File: src/rtl/vpcf_pkg.sv
// ----------------------------------------------------------------------------
// vpcf_pkg
// Shared types and constants for the voice prompt command framer.
// ----------------------------------------------------------------------------
package vpcf_pkg;

    localparam int VPCF_QUEUE_DEPTH = 8;

    localparam int PROMPT_W = 16;
    localparam int BYTE_W   = 8;
    localparam int POS_W    = 3;
    localparam int ADDR_W   = 3;
    localparam int DATA_W   = 32;

    // frame bytes of a play-file command
    localparam logic [BYTE_W-1:0] FRAME_START  = 8'h7E;
    localparam logic [BYTE_W-1:0] FRAME_COUNT  = 8'h04;
    localparam logic [BYTE_W-1:0] FRAME_SELECT = 8'h03;
    localparam logic [BYTE_W-1:0] FRAME_TERM   = 8'hEF;

    // frame positions
    localparam logic [POS_W-1:0] POS_START    = 3'd0;
    localparam logic [POS_W-1:0] POS_COUNT    = 3'd1;
    localparam logic [POS_W-1:0] POS_SELECT   = 3'd2;
    localparam logic [POS_W-1:0] POS_FILE_HI  = 3'd3;
    localparam logic [POS_W-1:0] POS_FILE_LO  = 3'd4;
    localparam logic [POS_W-1:0] POS_LAST     = 3'd5;
    localparam logic [POS_W-1:0] POS_WAIT     = 3'd6;

    // register index of quiet_mode
    localparam logic REG_QUIET_MODE = 1'b0;

    typedef enum logic [1:0] {
        ACT_PUSH  = 2'd0,
        ACT_CHECK = 2'd1,
        ACT_READY = 2'd2
    } action_t;

    typedef struct packed {
        logic [1:0]          action;
        logic [PROMPT_W-1:0] prompt;
        logic                busy_req;
    } in_item_t;

    typedef struct packed {
        logic [BYTE_W-1:0] tx_byte;
        logic              frame_end;
    } out_item_t;

endpackage

File: src/rtl/vpcf_ram.sv
// ----------------------------------------------------------------------------
// vpcf_ram
// Generic single write port, single read port RAM with registered read data.
// ----------------------------------------------------------------------------
module vpcf_ram #(
    parameter int WIDTH = 16,
    parameter int DEPTH = 8
) (
    input  logic                     clk,
    input  logic                     wr_en,
    input  logic [$clog2(DEPTH)-1:0] wr_addr,
    input  logic [WIDTH-1:0]         wr_data,
    input  logic                     rd_en,
    input  logic [$clog2(DEPTH)-1:0] rd_addr,
    output logic [WIDTH-1:0]         rd_data
);

    logic [WIDTH-1:0] mem [DEPTH];
    logic [WIDTH-1:0] rd_data_reg;

    always_ff @(posedge clk)
    begin
        if (wr_en)
        begin
            mem[wr_addr] <= wr_data;
        end
        if (rd_en)
        begin
            rd_data_reg <= mem[rd_addr];
        end
    end

    assign rd_data = rd_data_reg;

endmodule

File: src/rtl/voice_prompt_command_framer.sv
// ----------------------------------------------------------------------------
// voice_prompt_command_framer
// Queues voice prompts and sends each as a six-byte play-file frame.
// ----------------------------------------------------------------------------
// usage:
//   input channel (in_valid/in_stall/in_data) carries events: push a prompt,
//   periodic check tick with the module busy line, or transmitter ready.
//   output channel (out_valid/out_stall/out_data) carries frame bytes for the
//   serial transmitter; frame_end marks the termination byte.
//   a check tick on a non-empty queue, while not busy and not waiting, pops a
//   prompt and sends the start byte; each transmitter ready sends the next.
//   quiet_mode is written over the apb port at byte address 0.
// timing:
//   one event per cycle while in_stall is low; a frame byte appears in the
//   output register in the cycle after the event transfer. the queue ram read
//   port is used once per frame, at the pop.
// reset:
//   queue empty, framer idle, quiet mode off; queue entries are not cleared.
// stall:
//   while the output register holds a byte and out_stall is high, in_stall
//   is raised and no event is taken.
// ----------------------------------------------------------------------------
module voice_prompt_command_framer
    import vpcf_pkg::*;
#(
    parameter int QUEUE_DEPTH = VPCF_QUEUE_DEPTH
) (
    input  logic              clk,
    input  logic              rst_n,
    input  logic              in_valid,
    output logic              in_stall,
    input  in_item_t          in_data,
    output logic              out_valid,
    input  logic              out_stall,
    output out_item_t         out_data,
    input  logic              psel,
    input  logic              penable,
    input  logic              pwrite,
    input  logic [ADDR_W-1:0] paddr,
    input  logic [DATA_W-1:0] pwdata,
    output logic [DATA_W-1:0] prdata,
    output logic              pready
);

    localparam int PTR_W = $clog2(QUEUE_DEPTH);
    localparam int CNT_W = $clog2(QUEUE_DEPTH + 1);

    logic [PTR_W-1:0] rd_ptr_reg, rd_ptr_next;
    logic [PTR_W-1:0] wr_ptr_reg, wr_ptr_next;
    logic [CNT_W-1:0] count_reg, count_next;
    logic [POS_W-1:0] pos_reg, pos_next;
    logic             sending_reg, sending_next;
    logic             quiet_reg;
    logic             out_valid_reg, out_valid_next;
    out_item_t        out_data_reg;

    logic             accept;
    logic             push_en;
    logic             pop_en;
    logic             result;
    out_item_t        result_data;
    logic [POS_W-1:0] pos_inc;
    logic [PROMPT_W-1:0] file_word;

    assign in_stall = out_valid_reg & out_stall;
    assign accept   = in_valid & ~in_stall;
    assign pos_inc  = pos_reg + POS_W'(1);

    always_comb
    begin
        rd_ptr_next  = rd_ptr_reg;
        wr_ptr_next  = wr_ptr_reg;
        count_next   = count_reg;
        pos_next     = pos_reg;
        sending_next = sending_reg;
        push_en      = 1'b0;
        pop_en       = 1'b0;
        result       = 1'b0;
        result_data  = '{tx_byte: FRAME_START, frame_end: 1'b0};
        if (accept)
        begin
            unique case (in_data.action)
                ACT_PUSH:
                begin
                    if (!quiet_reg && (count_reg < CNT_W'(QUEUE_DEPTH)))
                    begin
                        push_en     = 1'b1;
                        wr_ptr_next = (wr_ptr_reg == PTR_W'(QUEUE_DEPTH - 1)) ?
                                      '0 : wr_ptr_reg + PTR_W'(1);
                        count_next  = count_reg + CNT_W'(1);
                    end
                end
                ACT_CHECK:
                begin
                    // ticks during a frame or on an empty queue do nothing
                    if (!sending_reg && (count_reg != '0))
                    begin
                        if (in_data.busy_req)
                        begin
                            pos_next = POS_WAIT;
                        end
                        else if (pos_reg == POS_WAIT)
                        begin
                            pos_next = POS_START;
                        end
                        else
                        begin
                            pop_en       = 1'b1;
                            rd_ptr_next  = (rd_ptr_reg == PTR_W'(QUEUE_DEPTH - 1)) ?
                                           '0 : rd_ptr_reg + PTR_W'(1);
                            count_next   = count_reg - CNT_W'(1);
                            pos_next     = POS_START;
                            sending_next = 1'b1;
                            result       = 1'b1;
                        end
                    end
                end
                ACT_READY:
                begin
                    if (sending_reg)
                    begin
                        if (pos_reg >= POS_LAST)
                        begin
                            sending_next = 1'b0;
                        end
                        else
                        begin
                            pos_next = pos_inc;
                            result   = 1'b1;
                            unique case (pos_inc)
                                POS_COUNT:   result_data.tx_byte = FRAME_COUNT;
                                POS_SELECT:  result_data.tx_byte = FRAME_SELECT;
                                POS_FILE_HI: result_data.tx_byte = file_word[15:8];
                                POS_FILE_LO: result_data.tx_byte = file_word[7:0];
                                default:     result_data.tx_byte = FRAME_TERM;
                            endcase
                            if (pos_inc == POS_LAST)
                            begin
                                result_data.frame_end = 1'b1;
                                sending_next          = 1'b0;
                            end
                        end
                    end
                end
                default:
                begin
                end
            endcase
        end
    end

    // the ram read register doubles as the current file until the next pop
    vpcf_ram #(
        .WIDTH (PROMPT_W),
        .DEPTH (QUEUE_DEPTH)
    ) u_queue (
        .clk     (clk),
        .wr_en   (push_en),
        .wr_addr (wr_ptr_reg),
        .wr_data (in_data.prompt + PROMPT_W'(1)),
        .rd_en   (pop_en),
        .rd_addr (rd_ptr_reg),
        .rd_data (file_word)
    );

    always_comb
    begin
        if (result)
        begin
            out_valid_next = 1'b1;
        end
        else if (!out_stall)
        begin
            out_valid_next = 1'b0;
        end
        else
        begin
            out_valid_next = out_valid_reg;
        end
    end

    always_ff @(posedge clk or negedge rst_n)
    begin
        if (!rst_n)
        begin
            rd_ptr_reg    <= '0;
            wr_ptr_reg    <= '0;
            count_reg     <= '0;
            pos_reg       <= POS_START;
            sending_reg   <= 1'b0;
            out_valid_reg <= 1'b0;
        end
        else
        begin
            rd_ptr_reg    <= rd_ptr_next;
            wr_ptr_reg    <= wr_ptr_next;
            count_reg     <= count_next;
            pos_reg       <= pos_next;
            sending_reg   <= sending_next;
            out_valid_reg <= out_valid_next;
        end
    end

    always_ff @(posedge clk)
    begin
        if (result)
        begin
            out_data_reg <= result_data;
        end
    end

    // configuration register
    always_ff @(posedge clk or negedge rst_n)
    begin
        if (!rst_n)
        begin
            quiet_reg <= 1'b0;
        end
        else if (psel && penable && pwrite && pready && (paddr[2] == REG_QUIET_MODE))
        begin
            quiet_reg <= pwdata[0];
        end
    end

    assign pready    = 1'b1;
    assign prdata    = (paddr[2] == REG_QUIET_MODE) ? {{(DATA_W-1){1'b0}}, quiet_reg} : '0;
    assign out_valid = out_valid_reg;
    assign out_data  = out_data_reg;

endmodule

File: config.mk
export PLATFORM = sky130hd
export DESIGN_NAME = voice_prompt_command_framer
export DESIGN_NICKNAME = d
export VERILOG_FILES = /design/src/rtl/vpcf_pkg.sv /design/src/rtl/vpcf_ram.sv /design/src/rtl/voice_prompt_command_framer.sv
export SDC_FILE = /design/constraint.sdc
export NUM_CORES = 1
export LEC_CHECK = 0
export BUFFER_PORTS_ARGS = -buffer_cell sky130_fd_sc_hd__clkbuf_2
export CAP_MARGIN = 20
export CORE_MARGIN = 4
export CORE_UTILIZATION = 57
export CTS_CLUSTER_DIAMETER = 200
export CTS_CLUSTER_SIZE = 16
export DETAILED_ROUTE_END_ITERATION = 8
export PLACE_DENSITY = 0.82
export SLEW_MARGIN = 40
export SYNTH_ARGS = -nofsm -noshare
export SYNTH_HDL_FRONTEND = slang
export SYNTH_SLANG_ARGS = --single-unit
File: constraint.sdc
create_clock -name clk -period 4 [get_ports clk]
set_clock_uncertainty 0.1 [all_clocks]
set_input_delay 0.8 -clock clk [delete_from_list [all_inputs] [get_ports clk]]
set_output_delay 0.8 -clock clk [all_outputs]
set_load 0.02 [all_outputs]
After elaboration in Yosys (flattened, before gate mapping)

Memories as Yosys holds them, arrays and structs flattened. A register that Yosys moved wholly into a read port is not among the register bits.
Cells that the tools add are included.

Register bits after elaboration: 25
RAM bits: 128
Input bits: 61
Output and inout bits: 44
Word-level logic and storage cells: 99
Memories: 1

Memory list:

| name        | depth | bits a word | rd ports | clocked after Yosys merged registers in | write ports | line           | source |
|---|---|---|---|---|---|---|---|
| u_queue.mem | 8     | 16          | 1        | 1                                       | 1           | vpcf_ram.sv:18 | `logic [WIDTH-1:0] mem [DEPTH];` |

Add/sub/neg operators: 6
$lt $le $gt $ge: 2
Eq/ne operators: 17
Muxes and demuxes: 38
Bitwise logic cells: 9
Reduce and logical (&&, ||, !) cells: 17

Operator list:

| kind                                                      | number |
|---|---|
| case mux 8 bit (4 select lines)                           | 1 |
| 2-to-1 mux 1 bit                                          | 23 |
| 2-to-1 mux 3 bit                                          | 6 |
| adder 16 x 1 -> 16 bit (second input constant)            | 1 |
| 2-to-1 mux 4 bit                                          | 4 |
| == test 3 bit (second input constant)                     | 5 |
| AND reduction 5 bit                                       | 3 |
| inequality test 2 bit (second input constant)             | 6 |
| adder 3 x 1 -> 3 bit (second input constant)              | 3 |
| case mux 4 bit (2 select lines)                           | 1 |
| NOT 1 bit                                                 | 7 |
| == test 3 x 2 -> 1 bit (second input constant)            | 2 |
| case mux 3 bit (2 select lines)                           | 1 |
| AND reduction 6 bit                                       | 1 |
| logical AND 1 bit                                         | 5 |
| adder 4 x 1 -> 4 bit (second input constant)              | 1 |
| < comparator 4 bit (second input constant)                | 1 |
| case mux 1 bit (2 select lines)                           | 2 |
| nonzero test 2 bit                                        | 2 |
| nonzero test 4 bit                                        | 1 |
| OR reduction 4 bit                                        | 1 |
| subtractor 4 x 1 -> 4 bit (second input constant)         | 1 |
| == test 3 x 1 -> 1 bit (second input constant)            | 1 |
| greater-or-equal comparator 3 bit (second input constant) | 1 |
| other kinds (7)                                           | 9 |

Logic depth before layout (Yosys ltp)

Gate-level depths: netlist (run 1).

Word-level depth: 7
Gate-level depth with buffers: 7
Gate-level depth less buffers: 7

Hierarchy

A second synthesis (run 1) with hierarchy kept.

Cell total of the unflattened synthesis: 430
Area, all modules: 7,482.2 µm²

By module, submodules not included:

| module                      | instances | cells each | area each (µm²) | seq. area each (µm²) |
|---|---|---|---|---|
| vpcf_ram                    | 1         | 214        | 5,454.0         | 4,324.1 |
| voice_prompt_command_framer | 1         | 216        | 2,028.2         | 670.6 |

Worst setup path before layout (run 1)

Ideal clock, no wire load.

Path type: input to register
From: input in_data[17] in the netlist's numbering
To: memory u_queue.mem[0][0] (enable)
Arrival: 2.853 ns
Data required time: 3.491 ns
Slack: 0.638 ns
Stages: 6
Path buffers: 0
Path through: inv_1 -> ha_1 -> nor3b_1 -> nand2_1 -> or2_1 -> nor3_1

Cells in the longest elaborated chain, start to end: 5

RTL lines:

| what                                   | line                              | source |
|---|---|---|
| start, declared                        | voice_prompt_command_framer.sv:32 | `input in_item_t in_data,` |
| logical NOT 2 bit                      | voice_prompt_command_framer.sv:82 | `unique case (in_data.action)` |
| 2-to-1 mux 1 bit                       | voice_prompt_command_framer.sv:82 |  |
| 2-to-1 mux 1 bit                       | voice_prompt_command_framer.sv:80 | `if (accept)` |
| 2-to-1 mux 1 bit                       | vpcf_ram.sv:23                    | `if (wr_en)` |
| 2-to-1 mux 1 bit (implied by the code) | vpcf_ram.sv:25                    | `mem[wr_addr] <= wr_data;` |
| end, declared                          | vpcf_ram.sv:18                    |  |

No other way between the ends.

Worst setup path after layout (run 1)

From: register pos_reg[1]
To: register out_data_reg, in the netlist out_data[2] (enable)

Cells in the longest elaborated chain, start to end: 6
Elaborated cells on any way between the ends: 9

RTL lines:

| what                                                                      | line                               | source |
|---|---|---|
| start, declared                                                           | voice_prompt_command_framer.sv:51  | `logic [POS_W-1:0] pos_reg, pos_next;` |
| start signal, assigned                                                    | voice_prompt_command_framer.sv:198 | `pos_reg <= pos_next;` |
| branches (longest 4 deep; another with greater-or-equal comparator 3 bit) | -                                  |  |
| case mux 1 bit (2 select lines) *                                         | voice_prompt_command_framer.sv:82  |  |
| 2-to-1 mux 1 bit *                                                        | voice_prompt_command_framer.sv:80  |  |
| end signal, assigned                                                      | voice_prompt_command_framer.sv:208 | `out_data_reg <= result_data;` |
| end, declared                                                             | voice_prompt_command_framer.sv:55  | `out_item_t out_data_reg;` |

Every way passes the cells marked *.
A chain may end at the register's enable or synchronous reset.

==> metrics.md, run 1 <==
| Metric | Value |
|---|---|
| Die width | 123 um |
| TNS Setup | 0 ns |
| R2R setup slack | 1.41 ns |
| Commonest non-fill, non-tap cell in the layout | edfxtp_1 |
| PortBufs | 39 |
| CTS max path bufs | 2 |
| CTS H-tree lvls | 4 |
| Crit path launch type | register |
| Crit-path slowest cell | nor2_1 |
| Endpoints failing hold | 0 |
| Buf/Inv on CP | 1 |
| Fin crit share | 64.7% |
| Crit Path Max Fanout | 9 |
| GRT met3 Usage | 4.56% |
| Area Overhead vs Synth | 11.8% |
| Syn_area_per_cell | 17.1 um2 |
| Row count | 41 |
| Top cells by area, synth | edfxtp_1 (61%), mux4_2 (9.6%), dfrtp_1 (5.3%) |
| Largest net degree at the start of global routing | 35 |
| GRT met2 Usage | 34.7% |
| Post-Synth Adder-Cell Area | 2.77% |
| Status | completed |
| Gr usage total | 20.2% |
| Worst setup margin | 1.41 ns |
| NetSw | 1.38 mW |
| Post-synthesis async set-or-reset flop share | 9.47% |
| Grt total ovfl | 0 |
| Slew HR | 51.5% |
| Vias | 3862 |
| Post-detail-place hpwl | 8620 um |
| Drt pass-1 iters | 4 |
| Setup Viol. Count Final | 0 |
| Mapped Cells | 440 |
| Die Footprint | 15100 um2 |
| FF+latch count, synth | 169 |
| Worst setup path category | reg2reg |
| Family with the most delay on the worst path | simple AND/OR/NAND/NOR gates |
| WL/cell | 20.6 um |
| Unique masters post-synth | 55 |
| Peak Freq | 387 MHz |
| Max-cap violations | 0 |
| Post-synth EDFFs | 153 |
| # hold bufs at CTS | 0 |
| Post-CTS setup buffers | 0 |
| Gate power share | 22.6% |
| Grt met1 use | 26.0% |
| Antenna-violating nets left | 0 |
| Worst setup EP type | register |
| Slew Viols, Final | 0 |
| Reg power frac | 44.9% |
| Top Ports | 105 |
| Clock Pin Slew Worst Setup and Hold Paths | 0.06 ns |
| Switching Share | 27.8% |
| Via density | 5.71 |
| Most Crowded Layer GR | met2 |
| Initial Util | 58.8% |
| Worst VDD drop | 0.377 mV |
| Internal | 3.58 mW |
| Max reg flops | 128 |
| Critical Path RT | 3.95 ns |
| Simple-gate share of the synthesized area | 6.47% |
| Die Y | 123 um |
| Post-synth top flop | edfxtp_1 |
| Fillers | 824 |
| Worst R2R Start | pos_reg[1] |
| Final min period | 2.59 ns |
| Worst slew pin tran | 0.724 ns |
| Number of global-route vias before repair | 4021 |
| Clk network pwr share | 32.5% |
| First-pass GRT wire length | 22000 um |
| Pre-CTS setup slack | 1.05 ns |
| Total Nets Final | 569 |
| RSZ-0062 raised after global routing | false |
| Share of layout cells above drive strength 1 | 28.6% |
| CP max stage delay | 0.53 ns |
| Register area share after synthesis | 66.5% |
| Yosys warnings | 0 |
| Compound-cell area share of the yosys netlist | 3.68% |
| Commonest non-fill, non-tap cells in the layout | edfxtp_1 (153), clkbuf_2 (39), mux4_2 (32), conb_1 (32), mux2_2 (19) |
| Core area | 12800 um2 |
| Synth area leader | edfxtp_1 |
| Worst Hold Class | in2async |
| Critical path, cell by cell | inv_1, ha_1, o31ai_4, nand4_4, a21boi_0, nor2_1 |
| CTS tree | built |
| RR Endpoint | out_data[2] |
| Post-synthesis mux area share | 13.3% |
| Initial DRC count | 383 |
| Xor/xnor cell area share of the yosys netlist | 2.32% |
| P per Cell Area | 591 nW/um2 |
| Antenna violations before repair | 0 |
| Arrival time worst endpoint | 2.53 ns |
| LEAKAGE | 2.96 nW |
| # clock sinks | 169 |
| Num CTS Buffers | 17 |
| Diodes inserted | 0 |
| Clock Tree Root | clkbuf_16 |
| Footprint of the multi-input gates | 2270 um2 |
| Proportion of netlist area held by the largest area contributor | 61.2% |
| Largest family of logic cells by synthesized area | multiplexers |
| # resized after CTS | 0 |
| # DRC | 0 |
| Reg area | 5000 um2 |
| Cells on worst reg2reg path | 6 |
| Clk_lat worst skew | 0.42 ns |
| Post-Synthesis Cell Area | 7510 um2 |
| Final Routed Wirelength | 13900 um |
| Global placer's final weighted congestion | 0.846 |
-- worst max path at each step --
stage	start	end	slack [ns]	cells past startpoint
after floorplan	in_data[17]	u_queue.mem[0][0]	0.64	6
after global placement	in_data[18]	out_data[2]	1.07	7
after detailed placement	in_data[18]	out_data[2]	1.05	7
after CTS	pos_reg[1]	out_data[2]	1.41	6
after global routing	in_data[18]	out_data[5]	1.16	7
final	pos_reg[1]	out_data[2]	1.41	6
-- kinds of logic after synthesis --
family,count (synthesis)
fa+ha+maj,16
flops,169
buf+inv,60
mux,57
compound gates,33
other cells,2
simple gates,84
xor+xnor,19
-- worst reg2reg max path, cell delays in order (launching register included) --
cell	delay, ns
dfrtp_1	0.50
inv_1	0.12
ha_1	0.26
o31ai_4	0.33
nand4_4	0.19
a21boi_0	0.19
nor2_1	0.53
-- power groups by stage --
stage               Clock [mW]  Sequential (mW)  Combinational [mW]
detailed placement           0             2.27                1.11
global placement             0             2.26                1.06
finish                    1.61             2.23                1.12
floorplan                    0             2.18               0.965
CTS                       1.63             2.23                1.13
global route              1.73             2.25                1.22
-- per-layer routing --
layer	routed length [um]	part of all wire (%)
met5	0	0
met4	146	1.0
met3	840	6.0
met2	7410	53
met1	5520	40
-- stage by stage --
step                      power (mW)  instance area, um2  utilization [%]  std cells  hold WS [ns]
after floorplan                 3.14                7620                -        470         0.390
final                           4.97                8390             65.7        676         0.194
after global routing            5.20                8390             65.7        676         0.212
after global placement          3.32                7810             61.1        645         0.407
after CTS                       5.00                8390             65.7        676         0.197
after detailed placement        3.38                7810             61.1        645         0.435
-- area by class of cell --
type,count,share of cell area (%)
Multi-Input combinational cell,241,27.1
Timing Repair Buffer,50,3.31
Tap cell,172,2.56
Sequential cell,169,59.5
Clock inverter,13,1.83
Clock buffer,18,5.11
Inverter,13,0.581
-- cells in the mapped netlist (all sizes together) (4+ instances only) --
master    n
nand4     5
clkbuf    5
nor3     12
and3      7
xnor2    12
nor2     19
dfrtp    16
ha       15
nand2    14
xor2      7
mux2     22
buf      42
a21oi     5
mux4     32
a311o     6
nand3     7
nand2b    4
inv      13
o21ai     7
edfxtp  153
(Power assumes the default switching activity.)
==> run 2: changes to the inputs <==
CORE_UTILIZATION = 52   (was 57)
PLACE_DENSITY = 0.79   (was 0.82)
clock period = 2.3 ns   (was 4 ns; I/O delays follow)
==> run 2 against run 1 <==
Net effect: via count rose by 3.4%; routed wire length rose by 2.1%; power is 74% higher; setup slack worse by 1.3 ns; cell area increased by 3.2%; first-iteration DRC count is 1.8% lower; utilization down 3.8 points; clock power rose by 67%; count of clock-buffer cells in the layout decreased by 1; non-clock buffer count rose by 18; sequential power rose by 70%; critical path type unchanged.
==> metrics.md, run 2 (synthesis results as in run 1) <==
| Metric | Value |
|---|---|
| Status | completed |
| Initial Util | 53.7% (-5.1 points) |
| Slew HR | 47.7% (-3.9 points) |
| Hold EP | quiet_reg |
| TNS Setup | 0 ns (unchanged) |
| P per Cell Area | 998 nW/um2 (+69%) |
| Worst setup margin | 0.105 ns (-1.31 ns) |
| Max reg flops | 128 (unchanged) |
| Commonest non-fill, non-tap cells in the layout | edfxtp_1 (153), clkbuf_2 (39), mux4_2 (32), conb_1 (32) |
| Antenna-violating nets left | 0 (unchanged) |
| Core area | 14000 um2 (+9.5%) |
| Slew Viols, Final | 0 (unchanged) |
| Initial DRC count | 376 (-1.8%) |
| R2R setup slack | 0.11 ns (-1.31 ns) |
| Worst setup EP type | register |
| Arrival time worst endpoint | 2.28 ns (-0.25 ns) |
| Placed Instances | 670 (+3.9%) |
| Final min period | 2.19 ns (-0.392 ns) |
| Crit path launch type | register |
| Min-delay src | pwdata[0] |
| Hold path depth | 2 |
| Switching Share | 29.9% (+2.1 points) |
| Setup Viol. Count Final | 0 (unchanged) |
| Row count | 43 (+4.9%) |
| Gate power share | 24.9% (+2.3 points) |
| Fin crit share | 95.4% (+31 points) |
| Total Nets Final | 587 (+3.2%) |
| Internal | 6.06 mW (+69%) |
| Peak Freq | 456 MHz (+18%) |
| PortBufs | 39 (unchanged) |
| Clock Pin Slew Worst Setup and Hold Paths | 0.07 ns (about the same) |
| Number of global-route vias before repair | 4106 (+2.1%) |
| Diodes inserted | 0 (unchanged) |
| Largest net degree at the start of global routing | 36 (+2.9%) |
| Via density | 5.68 (-0.58%) |
| First-pass GRT wire length | 22300 um (+1.6%) |
| Antenna violations before repair | 0 (unchanged) |
| Top Ports | 105 (unchanged) |
| Die Y | 128 um (+4.4%) |
| Grt total ovfl | 0 (unchanged) |
| Non-Filler Instances | 703 (+4.0%) |
| Commonest non-fill, non-tap cell in the layout | edfxtp_1 |
| CTS tree | built |
| Power Total | 8.65 mW (+74%) |
| Footprint of the multi-input gates | 2290 um2 (+0.94%) |
| Fillers | 977 (+19%) |
| Critical Path RT | 2.38 ns (-1.57 ns) |
| Endpoints failing hold | 0 (unchanged) |
| Post-CTS setup buffers | 0 (unchanged) |
| Drt pass-1 iters | 5 (+1) |
| Pre-CTS setup slack | -0.140 ns (-1.19 ns) |
| Max-cap violations | 0 (unchanged) |
| RR Endpoint | out_data[3] |
| Worst Hold Class | in2reg |
| # DRC | 0 (unchanged) |
| Worst R2R Start | pos_reg[0] |
| Share of layout cells above drive strength 1 | 33.1% (+4.5 points) |
| Global placer's final weighted congestion | 0.846 (about the same) |
| Crit Path Max Fanout | 12 (+3) |
| CTS H-tree lvls | 4 (unchanged) |
| Vias | 3993 (+3.4%) |
| Clock Tree Root | clkbuf_16 |
| Num CTS Buffers | 17 (unchanged) |
| Area Overhead vs Synth | 15.4% |
| Die Footprint | 16400 um2 (+9.0%) |
| LEAKAGE | 3.04 nW (+2.8%) |
| Worst setup path category | reg2reg |
| Clk network pwr share | 31.1% (-1.4 points) |
| Worst VDD drop | 0.574 mV (+52%) |
| WL/cell | 20.2 um (-1.9%) |
| Gr usage total | 18.5% (-1.6 points) |
| Worst slew pin tran | 0.782 ns (+0.0580 ns) |
| Die width | 128 um (+4.4%) |
| # clock sinks | 169 (unchanged) |
| Cells on worst reg2reg path | 4 (-2) |
| Reg area | 5000 um2 (about the same) |
| Post-detail-place hpwl | 9070 um (+5.2%) |
| RSZ-0062 raised after global routing | false |
| Reg power frac | 44.0% (-0.9 points) |
| Final core occ | 61.9% (-3.8 points) |
| NetSw | 2.59 mW (+87%) |
| Final Routed Wirelength | 14200 um (+2.1%) |
| Clk_lat worst skew | 0.43 ns (about the same) |
| CTS max path bufs | 2 (unchanged) |
[run 2: cell types whose count changed in the layout (fill, tap and decap cells not counted), sizes merged]
cell / delta
bufinv: -3
clkbuf: -1
inv: +3
dlygate4sd3: +1
buf: +17
clkinv: -4
clkinvlp: +6
[run 2: worst max path at each step]
stage	to	startpoint	cells past startpoint	slack, ns
CTS	out_data[2]	pos_reg[1]	8	0.02
floorplan	u_queue.mem[0][0]	in_data[17]	6	0.004
detailed placement	u_queue.mem[0][12]	in_data[1]	6	-0.14
finish	out_data[3]	pos_reg[0]	4	0.11
global route	out_data[2]	pos_reg[1]	8	0.04
global placement	u_queue.mem[0][14]	in_data[1]	6	0.05
[run 2: worst max-delay path: stages (launching register included)]
cell and delay (ns):
dfrtp_2 0.47, ha_1 0.28, xor2_1 0.66, nor2_1 0.13, a311o_1 0.31
[run 2: final cells by class]
| class | instances | area share, % |
|---|---|---|
| flip-flops and latches | 169 | 57.7 |
| multi-input cells | 241 | 26.5 |
| repair buffers | 68 | 6.09 |
| clock buffers | 17 | 4.91 |
| well taps | 180 | 2.60 |
| clock inverters | 15 | 1.65 |
| inverters | 13 | 0.563 |
[run 2: per-layer routing]
metal  GRT usage [%]  wire length (um)  part of all wire (%)  up-vias
li1                -                 -                     -     1788
met1            23.3              5620                    40     2007
met2            31.5              7340                    52      181
met3            5.00              1090                   7.6       17
met4            5.87               164                   1.2        0
met5               0                 0                     0        -
[run 2: power groups by stage]
stage          Clock, mW  Combinational (mW)  Sequential [mW]
2_1_floorplan          0                1.68             3.80
3_3_place_gp           0                2.07             3.85
3_5_place_dp           0                2.14             3.87
4_1_cts             2.72                2.17             3.80
5_1_grt             2.87                2.35             3.83
6_report            2.69                2.16             3.80
[run 2: metrics by stage]
stage          instance area [um2]  hold slack, ns
6_report                      8660           0.169
5_1_grt                       8660           0.168
4_1_cts                       8660           0.154
3_5_place_dp                  8080           0.318
3_3_place_gp                  8080           0.304
2_1_floorplan                 7650          0.0644
[run 2: timing repair]
item	4_1_cts	5_1_grt
hold buffers	1	0
gates resized for setup	0	3
endpoints found under the hold margin	16	0
setup endpoints to repair	0	14
==> run 3: changes to the inputs <==
CAP_MARGIN = 5   (was 20)
GPL_TIMING_DRIVEN = 0   (was not set)
==> run 3 against run 2 <==
Net effect: critical path depth increased by 1; routed wire length increased by 3.8%; non-clock buffer count increased by 38; first-iteration DRC count decreased by 15%; final cell count increased by 5.4%; register-to-register slack got worse by 0.09 ns; cell area increased by 2.8%; sequential cell count unchanged; via count increased by 2.4%; critical endpoint is now out_data[6]; largest cell class unchanged; largest power group unchanged; highest routed layer unchanged.
==> metrics.md, run 3 (synthesis results as in run 1) <==
| Metric | Value |
|---|---|
| Status | completed |
| Setup Viol. Count Final | 0 (unchanged) |
| Drt pass-1 iters | 5 (unchanged) |
| Cells on worst reg2reg path | 5 (+1) |
| Worst setup EP type | register |
| Footprint of the multi-input gates | 2350 um2 (+2.6%) |
| Clock Pin Slew Worst Setup and Hold Paths | 0.06 ns (about the same) |
| Final min period | 2.28 ns (+0.0884 ns) |
| Max-cap violations | 0 (unchanged) |
| Diodes inserted | 0 (unchanged) |
| Peak Freq | 438 MHz (-3.9%) |
| Worst setup margin | 0.0169 ns (-0.0884 ns) |
| PortBufs | 39 (unchanged) |
| Share of layout cells above drive strength 1 | 37.6% (+4.5 points) |
| Hold path depth | 2 (unchanged) |
| Via density | 5.52 (-2.9%) |
| Slew HR | 46.0% (-1.7 points) |
| Die Footprint | 16400 um2 (unchanged) |
| Worst VDD drop | 0.538 mV (-6.3%) |
| P per Cell Area | 975 nW/um2 (-2.4%) |
| Gr usage total | 19.1% (+0.58 points) |
| Critical Path RT | 2.36 ns (-0.02 ns) |
| Commonest non-fill, non-tap cell in the layout | edfxtp_1 |
| Worst setup path start | pos_reg[0] |
| Core area | 14000 um2 (unchanged) |
| Commonest non-fill, non-tap cells in the layout | edfxtp_1 (153), buf_4 (43), clkbuf_2 (42) |
| GRT met3 Usage | 4.83% (-0.17 points) |
| Vias | 4088 (+2.4%) |
| RSZ-0062 raised after global routing | false |
| Most Crowded Layer GR | met2 |
| Worst R2R Start | pos_reg[0] |
| Number of global-route vias before repair | 4249 (+3.5%) |
| Endpoints failing hold | 0 (unchanged) |
| Arrival time worst endpoint | 2.35 ns (+0.07 ns) |
| Grt met1 use | 23.3% (-0.024 points) |
| Worst Hold Class | in2reg |
| Die width | 128 um (unchanged) |
| Fin crit share | 99.3% (+3.8 points) |
| Row count | 43 (unchanged) |
| Area Overhead vs Synth | 18.7% |
| CTS max path bufs | 2 (unchanged) |
| Reg area | 5000 um2 (about the same) |
| Die Y | 128 um (unchanged) |
| Slew Viols, Final | 0 (unchanged) |
| LEAKAGE | 3.21 nW (+5.5%) |
| Global placer's final weighted congestion | 0.904 (+6.8%) |
| GRT met2 Usage | 33.2% (+1.8 points) |
| Final Routed Wirelength | 14700 um (+3.8%) |
| # DRC | 0 (unchanged) |
| Num CTS Buffers | 17 (unchanged) |
| Worst setup path category | reg2reg |
| Initial Util | 53.7% (unchanged) |
| Max reg flops | 128 (unchanged) |
| Largest net degree at the start of global routing | 17 (-53%) |
| Worst slew pin tran | 0.804 ns (+0.0220 ns) |
| Top Ports | 105 (unchanged) |
| Pre-CTS setup slack | -0.438 ns (-0.298 ns) |
| Total Nets Final | 625 (+6.5%) |
| Initial DRC count | 320 (-15%) |
| Post-detail-place hpwl | 9620 um (+6.1%) |
| CP endpoint | out_data[6] |
| First-pass GRT wire length | 23100 um (+3.6%) |
| Clk_lat worst skew | 0.42 ns (about the same) |
| TNS Setup | 0 ns (unchanged) |
| Grt total ovfl | 0 (unchanged) |
| WL/cell | 19.9 um (-1.5%) |
| RR Endpoint | out_data[6] |
| Antenna violations before repair | 0 (unchanged) |
| Crit path launch type | register |
| # clock sinks | 169 (unchanged) |
| Fillers | 986 (+0.92%) |
| CTS tree | built |
| Crit Path Max Fanout | 8 (-4) |
| R2R setup slack | 0.02 ns (-0.09 ns) |
| CTS H-tree lvls | 4 (unchanged) |
| Clock Tree Root | clkbuf_16 |
| Antenna-violating nets left | 0 (unchanged) |
-- run 3: cell types whose count changed in the layout (fill, tap and decap cells not counted), moves of 3 or more --
cell        previous run  this run
buf_4                 19        43
nor2_4                 0         7
buf_2                  0         5
buf_12                 9         5
buf_6                  0         4
clkbuf_1               0         4
nor2_1                15        11
clkbuf_2              39        42
clkinv_2               0         3
clkinvlp_4             7         4
inv_6                  2         5
nor2_2                 4         1
-- run 3: report_power, final --
group | leakage, nW | switching, mW | internal, mW
Clock | 0.252 | 1.15 | 1.39
Sequential | 1.57 | 0.196 | 3.58
Combinational | 1.39 | 1.24 | 1.13
-- run 3: worst min path at each step --
stage                     slack, ns       from            to
after floorplan                0.06      rst_n  count_reg[0]
after global placement         0.31      rst_n  count_reg[2]
after detailed placement       0.32      rst_n     out_valid
after CTS                      0.16  pwdata[0]     quiet_reg
after global routing           0.18  pwdata[0]     quiet_reg
final                          0.17  pwdata[0]     quiet_reg
-- run 3: timing repair --
action / in CTS / in global routing
hold endpoints to repair: 16 / 0
hold buffers: 1 / 0
pin swaps: 7 / 3
endpoints found under the setup margin: 105 / 62
setup buffers: 11 / 4
resized for setup: 8 / 7
-- run 3: final cells by class --
cell class | count | area share [%]
Timing Repair Buffer | 59 | 4.82
Tap cell | 180 | 2.53
Clock inverter | 13 | 1.05
Clock buffer | 19 | 4.86
Multi-Input combinational cell | 241 | 26.4
Inverter | 13 | 0.590
Sequential cell | 169 | 56.1
Buffer | 47 | 3.65
-- run 3: metrics by stage --
stage	util (%)	hold WS, ns	cell area [um2]	total power [mW]	std cells
3_3_place_gp	57.7	0.309	8070	5.90	689
3_5_place_dp	58.3	0.322	8160	6.05	693
2_1_floorplan	-	0.0644	7650	5.48	470
4_1_cts	63.2	0.156	8850	8.67	737
6_report	63.7	0.172	8910	8.68	741
5_1_grt	63.7	0.177	8910	9.09	741
-- run 3: worst max-delay path, stage by stage, from the launching register on --
cell	delay (ns)
dfrtp_2	0.47
ha_1	0.29
xnor2_2	0.37
nor2_1	0.09
a211o_2	0.36
a311o_1	0.34
-- run 3: layer usage --
metal	up-vias	wire, um
met3	31	964
met4	0	320
met2	171	7610
met5	-	0
li1	1866	-
met1	2020	5850
